File: src/sv/mmgt_pkg.sv
// ----------------------------------------------------------------------------
// mmgt_pkg
// Shared widths and codes of the ordered multiset minimum-gap tracker.
// ----------------------------------------------------------------------------
package mmgt_pkg;

  localparam int unsigned Capacity  = 64;
  localparam int unsigned CountBits = 16;
  localparam int unsigned AddrW     = $clog2(Capacity);
  localparam int unsigned OccW      = $clog2(Capacity + 1);
  localparam int unsigned ValueW    = 32;
  localparam int unsigned DcountW   = 7;

  localparam logic [CountBits-1:0] MultMax = {CountBits{1'b1}};

  localparam logic ActInsert = 1'b0;
  localparam logic ActErase  = 1'b1;

  typedef enum logic [1:0] {
    StDone   = 2'd0,
    StAbsent = 2'd1,
    StFull   = 2'd2
  } status_e;

  // Table entry: value with its multiplicity
  typedef struct packed {
    logic [ValueW-1:0]    value;
    logic [CountBits-1:0] count;
  } entry_t;

endpackage

File: src/sv/mmgt_req_if.sv
// ----------------------------------------------------------------------------
// mmgt_req_if
// Request channel: one insert or erase per request.
// ----------------------------------------------------------------------------
interface mmgt_req_if;
  logic        valid;
  logic        ready;
  logic        action;
  logic signed [31:0] value;

  modport source (output valid, action, value, input ready);
  modport sink   (input valid, action, value, output ready);
endinterface

File: src/sv/mmgt_rsp_if.sv
// ----------------------------------------------------------------------------
// mmgt_rsp_if
// Result channel: minimum gap, validity, status and distinct count.
// ----------------------------------------------------------------------------
interface mmgt_rsp_if;
  logic        valid;
  logic        ready;
  logic [31:0] min_gap;
  logic        gap_valid;
  logic [1:0]  status;
  logic [6:0]  distinct_count;

  modport source (output valid, min_gap, gap_valid, status, distinct_count, input ready);
  modport sink   (input valid, min_gap, gap_valid, status, distinct_count, output ready);
endinterface

File: src/sv/mmgt_ram.sv
// ----------------------------------------------------------------------------
// mmgt_ram
// Synchronous table memory with one read and one write port, registered read data.
// ----------------------------------------------------------------------------
module mmgt_ram #(
  parameter int unsigned Depth = 64,
  parameter int unsigned Width = 48
) (
  input  logic                     clk_i,
  input  logic                     we_i,
  input  logic [$clog2(Depth)-1:0] waddr_i,
  input  logic [Width-1:0]         wdata_i,
  input  logic [$clog2(Depth)-1:0] raddr_i,
  output logic [Width-1:0]         rdata_o
);

  logic [Width-1:0] mem [Depth];

  always_ff @(posedge clk_i) begin
    if (we_i) mem[waddr_i] <= wdata_i;
    rdata_o <= mem[raddr_i];
  end

endmodule

File: src/sv/multiset_min_gap_tracker.sv
// ----------------------------------------------------------------------------
// multiset_min_gap_tracker
// Sorted multiset of signed values held in one table memory; reports the
// smallest gap between any two held elements after every request.
// ----------------------------------------------------------------------------
// Usage:
//   req  (sink):   action 0 inserts one copy of value, 1 erases one copy.
//   rsp  (source): min_gap, gap_valid, status, distinct_count; one per request.
// Each request is handled alone by a sequencer around one table memory
// (one read and one write port, registered read data):
//   a search sweep reads entries in order until it finds the position, a new
//   value or the erase of a last copy shifts the entries above it by one
//   (each read then written), a count change rewrites the entry in place,
//   and a gap sweep reads the N held entries when two or more are held and
//   none is duplicated.
// The result sits in an output register; the next request is taken the cycle
// after the result is loaded, even while the receiver stalls it, but the
// following result waits for the register to drain.
// Reset clears occupancy and duplicate count; table contents stay undefined
// and are never read beyond occupancy. No clearing pass is needed.
// ----------------------------------------------------------------------------
module multiset_min_gap_tracker (
  input  logic clk_i,
  input  logic rst_ni,
  mmgt_req_if.sink   req,
  mmgt_rsp_if.source rsp
);

  typedef enum logic [3:0] {
    SIdle, SFind, SFindW, SDecide, SShUp, SShDn, SWrite, SGapRd, SGap, SOut
  } state_e;

  localparam int unsigned AW = mmgt_pkg::AddrW;
  localparam int unsigned OW = mmgt_pkg::OccW;

  state_e state_q;
  logic   act_q;
  logic [31:0] val_q;
  logic [OW-1:0] occ_q, idx_q, pos_q;
  logic [OW-1:0] dup_q;
  logic found_q;
  mmgt_pkg::entry_t hold_q;  // entry written in place or inserted
  logic [31:0] prev_q, gap_q;
  logic [1:0]  st_q;
  logic        gfirst_q;
  logic        phase_q;

  logic        rv_q, rgv_q;
  logic [31:0] rgap_q;
  logic [1:0]  rst_q;
  logic [6:0]  rdc_q;

  // memory port
  logic we;
  logic [AW-1:0] waddr, raddr;
  mmgt_pkg::entry_t wdata, rdata;

  mmgt_ram #(.Depth(mmgt_pkg::Capacity), .Width($bits(mmgt_pkg::entry_t))) u_ram (
    .clk_i, .we_i(we), .waddr_i(waddr), .wdata_i(wdata),
    .raddr_i(raddr), .rdata_o(rdata)
  );

  logic [31:0] key_in, key_rd, diff;
  assign key_in = val_q ^ 32'h8000_0000;
  assign key_rd = rdata.value ^ 32'h8000_0000;
  assign diff   = key_rd - prev_q;

  assign req.ready = (state_q == SIdle);
  assign rsp.valid = rv_q;
  assign rsp.min_gap = rgap_q;
  assign rsp.gap_valid = rgv_q;
  assign rsp.status = rst_q;
  assign rsp.distinct_count = rdc_q;

  // memory address and write control
  always_comb begin
    we = 1'b0;
    waddr = idx_q[AW-1:0];
    wdata = hold_q;
    raddr = idx_q[AW-1:0];
    case (state_q)
      // shift up: read idx-1, then copy it to idx; new entry lands at pos
      SShUp: begin
        raddr = AW'(idx_q - 1'b1);
        if (idx_q == pos_q) begin
          we = 1'b1;
        end else if (phase_q) begin
          we = 1'b1;
          wdata = rdata;
        end
      end
      // shift down: read idx+1, then copy it to idx
      SShDn: begin
        raddr = AW'(idx_q + 1'b1);
        if ((idx_q < occ_q) && phase_q) begin
          we = 1'b1;
          wdata = rdata;
        end
      end
      SWrite: begin
        we = 1'b1;
      end
      default: ;
    endcase
  end

  // sequencer
  always_ff @(posedge clk_i or negedge rst_ni) begin
    if (!rst_ni) begin
      state_q <= SIdle;
      occ_q <= '0; dup_q <= '0;
      idx_q <= '0; phase_q <= 1'b0;
    end else begin
      case (state_q)
        SIdle: if (req.valid) begin
          act_q <= req.action; val_q <= req.value;
          idx_q <= '0; st_q <= mmgt_pkg::StDone;
          state_q <= SFind;
        end
        // issue read of idx
        SFind: begin
          if (idx_q >= occ_q) begin
            pos_q <= idx_q; found_q <= 1'b0; state_q <= SDecide;
          end else state_q <= SFindW;
        end
        SFindW: begin
          if (key_rd < key_in) begin
            idx_q <= idx_q + 1'b1; state_q <= SFind;
          end else begin
            pos_q <= idx_q; found_q <= (rdata.value == val_q);
            hold_q <= rdata; state_q <= SDecide;
          end
        end
        SDecide: begin
          phase_q <= 1'b0;
          if (act_q == mmgt_pkg::ActInsert) begin
            if (found_q) begin
              if (hold_q.count != mmgt_pkg::MultMax) begin
                hold_q.count <= hold_q.count + 1'b1;
                if (hold_q.count == mmgt_pkg::CountBits'(1)) dup_q <= dup_q + 1'b1;
                idx_q <= pos_q; state_q <= SWrite;
              end else state_q <= SGapRd;
            end else if (occ_q == OW'(mmgt_pkg::Capacity)) begin
              st_q <= mmgt_pkg::StFull; state_q <= SGapRd;
            end else begin
              hold_q <= '{value: val_q, count: mmgt_pkg::CountBits'(1)};
              idx_q <= occ_q; state_q <= SShUp;
              occ_q <= occ_q + 1'b1;
            end
          end else begin
            if (!found_q) begin
              st_q <= mmgt_pkg::StAbsent; state_q <= SGapRd;
            end else if (hold_q.count > mmgt_pkg::CountBits'(1)) begin
              if (hold_q.count == mmgt_pkg::CountBits'(2)) dup_q <= dup_q - 1'b1;
              hold_q.count <= hold_q.count - 1'b1;
              idx_q <= pos_q; state_q <= SWrite;
            end else begin
              idx_q <= pos_q; occ_q <= occ_q - 1'b1; state_q <= SShDn;
            end
          end
        end
        // move entries up from the top down to pos, then place the new one
        SShUp: begin
          if (idx_q == pos_q) begin
            state_q <= SGapRd;
          end else if (!phase_q) begin
            phase_q <= 1'b1;
          end else begin
            phase_q <= 1'b0; idx_q <= idx_q - 1'b1;
          end
        end
        // close the hole at pos, moving entries down up to the new occupancy
        SShDn: begin
          if (idx_q >= occ_q) begin
            state_q <= SGapRd;
          end else if (!phase_q) begin
            phase_q <= 1'b1;
          end else begin
            phase_q <= 1'b0; idx_q <= idx_q + 1'b1;
          end
        end
        // in-place count update
        SWrite: state_q <= SGapRd;
        SGapRd: begin
          gfirst_q <= 1'b1; idx_q <= '0; phase_q <= 1'b0;
          if ((occ_q >= OW'(2)) && (dup_q == '0)) begin
            gap_q <= 32'hFFFF_FFFF; state_q <= SGap;
          end else begin
            gap_q <= '0; state_q <= SOut;
          end
        end
        // neighbour gap reduction; each entry is read, then compared in a second phase
        SGap: begin
          if (!phase_q) begin
            phase_q <= 1'b1;
          end else begin
            phase_q <= 1'b0;
            prev_q <= key_rd; gfirst_q <= 1'b0;
            if (!gfirst_q && diff < gap_q) gap_q <= diff;
            idx_q <= idx_q + 1'b1;
            if (idx_q + 1'b1 >= occ_q) state_q <= SOut;
          end
        end
        SOut: if (!rv_q || rsp.ready) state_q <= SIdle;
        default: state_q <= SIdle;
      endcase
    end
  end

  // result register
  always_ff @(posedge clk_i or negedge rst_ni) begin
    if (!rst_ni) begin
      rv_q <= 1'b0; rgap_q <= '0; rgv_q <= 1'b0; rst_q <= '0; rdc_q <= '0;
    end else if ((state_q == SOut) && (!rv_q || rsp.ready)) begin
      rv_q <= 1'b1; rgap_q <= gap_q;
      rgv_q <= (occ_q >= OW'(2)) || (dup_q != '0);
      rst_q <= st_q; rdc_q <= 7'(occ_q);
    end else if (rsp.ready) begin
      rv_q <= 1'b0;
    end
  end

  assert property (@(posedge clk_i) disable iff (!rst_ni)
    occ_q <= OW'(mmgt_pkg::Capacity)) else $error("occupancy overflow");
  assert property (@(posedge clk_i) disable iff (!rst_ni)
    req.ready |-> state_q == SIdle) else $error("ready outside idle");
  assert property (@(posedge clk_i) disable iff (!rst_ni)
    (rsp.valid && rsp.gap_valid == 1'b0) |-> rsp.min_gap == 32'd0)
    else $error("gap without validity");

endmodule

File: src/flat_wrapper.sv
// flat-port wrapper written by rule: the top's interface ports become plain ports
module multiset_min_gap_tracker_flat 
  (clk_i, rst_ni, req_valid, req_action, req_value, req_ready, rsp_valid, rsp_min_gap, rsp_gap_valid, rsp_status, rsp_distinct_count, rsp_ready);
  mmgt_req_if req_i ();
  mmgt_rsp_if rsp_i ();
  input  logic clk_i;
  input  logic rst_ni;
  input wire logic [$bits(req_i.valid)-1:0] req_valid;
  input wire logic [$bits(req_i.action)-1:0] req_action;
  input wire logic [$bits(req_i.value)-1:0] req_value;
  output wire logic [$bits(req_i.ready)-1:0] req_ready;
  output wire logic [$bits(rsp_i.valid)-1:0] rsp_valid;
  output wire logic [$bits(rsp_i.min_gap)-1:0] rsp_min_gap;
  output wire logic [$bits(rsp_i.gap_valid)-1:0] rsp_gap_valid;
  output wire logic [$bits(rsp_i.status)-1:0] rsp_status;
  output wire logic [$bits(rsp_i.distinct_count)-1:0] rsp_distinct_count;
  input wire logic [$bits(rsp_i.ready)-1:0] rsp_ready;
  assign req_i.valid = req_valid;
  assign req_i.action = req_action;
  assign req_i.value = req_value;
  assign req_ready = req_i.ready;
  assign rsp_valid = rsp_i.valid;
  assign rsp_min_gap = rsp_i.min_gap;
  assign rsp_gap_valid = rsp_i.gap_valid;
  assign rsp_status = rsp_i.status;
  assign rsp_distinct_count = rsp_i.distinct_count;
  assign rsp_i.ready = rsp_ready;
  multiset_min_gap_tracker u_core (.clk_i(clk_i), .rst_ni(rst_ni), .req(req_i), .rsp(rsp_i));
endmodule
File: config.mk
export PLATFORM = sky130hd
export DESIGN_NAME = multiset_min_gap_tracker_flat
export DESIGN_NICKNAME = d
export VERILOG_FILES = /design/src/sv/mmgt_pkg.sv /design/src/sv/mmgt_req_if.sv /design/src/sv/mmgt_rsp_if.sv /design/src/sv/mmgt_ram.sv /design/src/sv/multiset_min_gap_tracker.sv /design/src/flat_wrapper.sv
export SDC_FILE = /design/constraint.sdc
export NUM_CORES = 2
export LEC_CHECK = 0
export ABC_AREA = 1
export BUFFER_PORTS_ARGS = -buffer_cell sky130_fd_sc_hd__buf_4
export CAP_MARGIN = 25
export CORE_MARGIN = 2
export CORE_UTILIZATION = 46
export CTS_CLUSTER_SIZE = 14
export DETAILED_ROUTE_END_ITERATION = 10
export PLACE_DENSITY_LB_ADDON = 0.05
export SLEW_MARGIN = 20
export SYNTH_ARGS = -nofsm -noshare
export SYNTH_HDL_FRONTEND = slang
export SYNTH_HIERARCHICAL = 1
export SYNTH_SLANG_ARGS = --single-unit
File: constraint.sdc
create_clock -name clk_i -period 6.9 [get_ports clk_i]
set_clock_uncertainty 0.1 [all_clocks]
set_input_delay 1.035 -clock clk_i [delete_from_list [all_inputs] [get_ports clk_i]]
set_output_delay 1.035 -clock clk_i [all_outputs]
set_load 0.01 [all_outputs]
[Yosys cells after proc, flatten, opt, wreduce, memory -nomap -nowiden]
Memory sizes are Yosys's and may differ from the RTL's. A register that Yosys moved wholly into a read port is not among the register bits.
Cells that the tools add are included.
Cells by class
  $add $sub $neg: 9
  magnitude comparators: 7
  equality and inequality tests: 42
  muxes and demuxes: 85
  bitwise logic cells: 2
  reductions and logical operators: 34
Operator list (number)
  $mux 48: 5
  $pmux 48 s2: 2
  $mux 7: 25
  $mux 32: 5
  $mux 16: 5
  $lt 32x32->1: 2
  $pmux 32 s2: 1
  $pmux 7 s7: 1
  $pmux 4 s10: 1
  $mux 4: 9
  $eq 32x32->1: 1
  $sub 32x32->32: 1
  $ne 2x1->1 const B: 11
  $ne 2x2->1 const B: 11
  $add 7x1->7 const B: 3
  $sub 7x1->7 const B: 3
  $reduce_and 6->1: 3
  $add 16x1->16 const B: 1
  $eq 16x1->1 const B: 1
  $eq 16x2->1 const B: 1
  $eq 4x3->1 const B: 4
  $gt 16x1->1 const B: 1
  $mux 1: 16
  $mux 2: 8
  35 further kinds: 58
Storage, ports and cells
  flip-flop bits (word level): 225
  memory bits (writable): 3072
  input bits: 37
  output and inout port bits: 44
  logic and storage cells: 200
  memories: 1
Memories
  u_core.u_ram.mem: depth 64, width 48, rd ports 1, clocked after Yosys merged registers in 1, wr ports 1, RTL line mmgt_ram.sv:17  | logic [Width-1:0] mem [Depth];

[Logic depth before layout (Yosys ltp)]
  depth after elaboration: 7
  depth in mapped cells: 23
  depth with buffers taken out: 23

[By module]
The synthesis kept the hierarchy.
By module, submodules not included
  mmgt_ram: instances 1, cells each 10129, area an instance 124356.8 sq um, seq. area each 93209.4 sq um
  multiset_min_gap_tracker: instances 1, cells each 1883, area an instance 14984.4 sq um, seq. area each 6411.1 sq um

[Worst setup path after synthesis]
Ideal clock, no wire load.
  kind: flip-flop to flip-flop
  from: register u_core.occ_q[2]
  to: memory u_core.u_ram.mem[48][0], enable pin
  setup time: 573 ps
  data arrival time: 6720 ps
  data required time: 6227 ps
  path slack: -493 ps
  cell stages (with the launch flop): 12
  path buffers: 2
  clock period less this slack: 7393 ps
  cell sequence: dfrtp_1 inv_1 ha_1 a21oi_1 o21ai_0 nand2_1 nand4_2 clkbuf_1 a31oi_1 clkbuf_1 inv_1 nor4_1
Between the ends
  longest elaborated chain between the ends: 6
RTL lines
  from (decl): RTL line multiset_min_gap_tracker.sv:39  | logic [OW-1:0] occ_q, idx_q, pos_q;
  from (signal assigned): RTL line multiset_min_gap_tracker.sv:148  | occ_q <= occ_q + 1'b1;
  from (signal assigned): RTL line multiset_min_gap_tracker.sv:158  | idx_q <= pos_q; occ_q <= occ_q - 1'b1; state_q <= SShDn;
  $lt 7x7->1: RTL line multiset_min_gap_tracker.sv:95  | if ((idx_q < occ_q) && phase_q) begin
  $logic_and 1x1->1: RTL line multiset_min_gap_tracker.sv:95
  $mux 1: RTL line multiset_min_gap_tracker.sv:95
  $pmux 1 s3: RTL line multiset_min_gap_tracker.sv:81  | case (state_q)
  net u_core.we: RTL line multiset_min_gap_tracker.sv:54  | logic we;
  $mux 1: RTL line mmgt_ram.sv:20  | if (we_i) mem[waddr_i] <= wdata_i;
  $mux 1 (not written as such): RTL line mmgt_ram.sv:20
  to (decl): RTL line mmgt_ram.sv:17
The timed path passes the listed nets, and every way through them passes these cells.

[Final worst setup path]
  from: register u_core.idx_q[3]
  to: memory u_core.u_ram.mem[34][0], enable pin
Between the ends
  longest elaborated chain between the ends: 6
  elaborated cells between the ends (all ways): 8
  classes of those cells: 1 x order compare; 1 x eq/ne; 5 x mux; 1 x reduce/logical
RTL lines
  from (decl): RTL line multiset_min_gap_tracker.sv:39
  from (signal assigned): RTL line multiset_min_gap_tracker.sv:128  | idx_q <= idx_q + 1'b1; state_q <= SFind;
  from (signal assigned): RTL line multiset_min_gap_tracker.sv:141  | idx_q <= pos_q; state_q <= SWrite;
  from (signal assigned): RTL line multiset_min_gap_tracker.sv:147  | idx_q <= occ_q; state_q <= SShUp;
  $lt 7x7->1: RTL line multiset_min_gap_tracker.sv:95
  $logic_and 1x1->1: RTL line multiset_min_gap_tracker.sv:95
  $mux 1: RTL line multiset_min_gap_tracker.sv:95
  $pmux 1 s3 (*): RTL line multiset_min_gap_tracker.sv:81
  net u_core.we: RTL line multiset_min_gap_tracker.sv:54
  $mux 1 (*): RTL line mmgt_ram.sv:20
  $mux 1 (not written as such) (*): RTL line mmgt_ram.sv:20
The timed path passes the listed nets; every way through them passes the cells marked *.

==> impl_results.md <==
* Power, Total at 0.0763 W
* Design area at 157000 µm²
* Mapped Nets at 12200
* Vias per inst at 5.76
* Top cells by area, synth: edfxtp_1 (70%), nand3_1 (11%), nand2_1 (11%)
* Run status: completed
* Worst hold path type: input pin to register
* Final nets at 12200
* Synth top area share at 69.6%
* Root Driver: clkbuf_16
* Post-synth EDFFs at 3228
* Via count at 94000
* # setup viols final at 0
* Die span in y at 554 µm
* Mean routed wirelength per cell at 27.0 µm
* DRT antenna net count at 0
* Total grt overflow at 0
* Period utilisation layout at 80.2%
* Max Freq at 181 MHz
* Area Growth Syn to Fin at 12.7%
* Min Tclk post-route at 5530 ps
* Iter 0 DRT Violations at 11400
* Final Hold Fails at 0
* Synth area leader: edfxtp_1
* TritonCTS buffer count at 364
* Slew Limit Headroom at 16.8%
* Initial core utilization at 46.1%
* Yosys warnings at 6
* WL final at 441000 µm
* Core Box Area at 302000 µm²
* Register area share after synthesis at 71.5%
* Initial antenna violation count at 16
* CTS clk-pin slew, worst paths at 60 ps
* Largest net degree at the start of global routing at 219
* # DRC at 0
* Fillers at 26100
* CP max FO at 34
* Clock Sinks at 3345
* Post-DP HPWL at 242000 µm
* Endpoint class of the critical path: register
* Core Util, Final at 52.0%
* FF+latch count, synth at 3345
* Port Buffers at 80
* Pwr per Cell Area at 486 nW/µm²
* Vias in the first global route at 89100
* Global-route wire length before repair at 637000 µm
* Crit path kind: register to register
* IO Pins at 81
* Startpoint Class: register
* Depth of the CTS H-tree at 5
* Num rows at 202
* Die ar. at 307000 µm²
* RD Place Congestion at 0.820
* Slew @ Worst Pin at 1250 ps
* Leakage dissipation at 56.7 nW
* Critical Path AT at 5990 ps
* GRT Total Usage at 28.2%
* Cell Count Post-Placement at 15700
* DP Area at 146000 µm²
* Ys flop type: edfxtp_1
* Die W at 554 µm
* Postcts setup bufs at 0
* Library cells used by synthesis at 55
* Clk buf depth at 4
* Drt pass-1 iters at 8
* Sum Neg Setup Slack at 0 ps
* Post-Synthesis Cells at 12000
* Finished Layout Cells at 16300
* Clk Latency, worst-skew pair at 930 ps
* Synth async-reset ratio at 2.06%
* Mapped cell area at 139000 µm²
* Maximum VDD drop at 0.544 mV
* Syn Area/Cell at 11.6 µm²
* WP data required at 7350 ps
* CTS tree: yes
* Max Cap Viol at 0
* RSZ-0062 raised after global routing: false
* Slew Viols, Final at 0
* Layout cells sized above 1 at 8.51%
* Cts repair resizes at 0
cell usage after synthesis (9+ instances only):
cell type	number
a21oi_1	102
nand3_1	2989
buf_2	380
o21ai_0	155
and2_1	13
o21a_1	9
a31oi_1	9
buf_6	78
dfrtp_1	69
inv_1	245
nor2_1	190
buf_4	54
buf_1	62
nand4_1	20
xor2_1	34
clkbuf_1	140
xnor2_1	11
dfxtp_1	48
nand3b_1	11
nand2_1	3926
edfxtp_1	3228
nor3_1	30
inv_2	14
ha_1	124
critical path: stages, from the launching register on:
cell     delay, ps
dfrtp_1        930
ha_1           380
nand2_1         80
nor2_1          60
nand2_1        110
nand4_2        100
buf_4          280
a31oi_1        760
buf_4          320
nand3_1        630
nor2_4         890
buf_4          460
cells by family after synthesis:
| logic type | Yosys count | share of synthesized area, % |
|---|---|---|
| adders and majority gates | 127 | 1.16 |
| xor gates and xnor gates | 45 | 0.283 |
| buffers and inverters | 980 | 3.56 |
| DFF | 3345 | 71.5 |
| and+or+nand+nor | 7208 | 22.3 |
| AOI/OAI and AO/OA | 307 | 1.19 |
cell usage in the layout, fill, tap and decap left out, types with 9 or more instances in the layout:
cell	count
and2_1	13
nand4_1	20
nor3_1	20
inv_1	243
nor2_1	125
dfxtp_1	48
buf_12	107
xnor2_1	11
o21a_1	9
nor3_2	11
ha_1	124
dfrtp_1	69
clkinv_2	48
nand3_1	2987
o21ai_0	139
clkinvlp_4	10
xor2_1	33
buf_4	272
nand3b_1	11
edfxtp_1	3228
nand2_2	35
clkbuf_1	99
nor2_4	68
clkbuf_8	15
bufinv_16	23
inv_6	11
a21oi_1	101
clkinv_1	80
inv_2	14
o21ai_4	16
clkbuf_16	375
nand2_1	3893
a31oi_1	9
per-layer routing:
metal  vias up  GRT usage (%)  wire (µm)  part of all wire [%]
li1      42500              -          -                     -
met1     47300           42.0     196000                    44
met2      3681           43.7     201000                    46
met3       538           4.29      34700                   7.9
met4         4           6.12       8810                   2.0
met5         -              0         34                0.0077
stage by stage:
stage	hold WS (ps)	worst slack, ps
3_5_place_dp	361	1570
6_report	184	1370
5_1_grt	149	1290
3_3_place_gp	352	1580
4_1_cts	115	1500
2_1_floorplan	318	883
what timing repair did:
| item | CTS | global route |
|---|---|---|
| hold buffers | 1 | 0 |
| setup endpoints to repair | 0 | 0 |
| hold endpoints to repair | 8 | 0 |
registers in the layout (all words and copies together), names as in the netlist, 2 cells and up:
signal                     flops
u_core/val_q                  32
u_core/dup_q                   7
u_core/st_q                    2
u_core/state_q                 4
u_core/rsp.min_gap            32
u_core/occ_q                   7
u_core/gap_q                  32
u_core/rsp.status              2
u_core/hold_q                 48
u_core/u_ram/rdata_o          48
u_core/prev_q                 32
u_core/pos_q                   7
u_core/u_ram/mem            3072
u_core/rsp.distinct_count      7
u_core/idx_q                   7
final cells by class:
type,count,area (µm²),area share [%]
clock inverters,174,1490,0.945
inverters,264,1030,0.659
clock buffers,489,9960,6.34
multi-input cells,7687,35700,22.7
diodes,6,15.0,0.00956
repair buffers,385,4320,2.75
well taps,3978,4980,3.17
flip-flops and latches,3345,99600,63.4
path summary, 6_finish.rpt:
path	start	end	slack (ps)	depth (start not counted)
max in group asynchronous	rst_ni	u_core/rsp.min_gap[25]$_DFFE_PN0P_	5170	3
worst max register to register	u_core/idx_q[3]$_DFFE_PN0P_	u_core/u_ram/mem[34][0]$_DFFE_PP_	1370	11
worst max-delay path	u_core/idx_q[3]$_DFFE_PN0P_	u_core/u_ram/mem[34][0]$_DFFE_PP_	1370	11
worst min-delay path	req_value[12]	u_core/val_q[12]$_DFFE_PP_	180	1
worst min register to register	u_core/st_q[0]$_SDFFCE_PN0P_	u_core/rsp.status[0]$_DFFE_PN0P_	370	2
min in group asynchronous	rst_ni	u_core/state_q[1]$_DFFE_PN0P_	400	2
power breakdown:
group,total (W),switching (W),leakage [nW],internal [W]
registers,0.0257,0.000779,30.4,0.0249
logic,0.0317,0.0234,20.8,0.00828
clock network,0.0189,0.00796,5.57,0.0110
total,0.0763,0.0322,56.7,0.0441
Note: power is estimated with default switching activity, not from simulation.
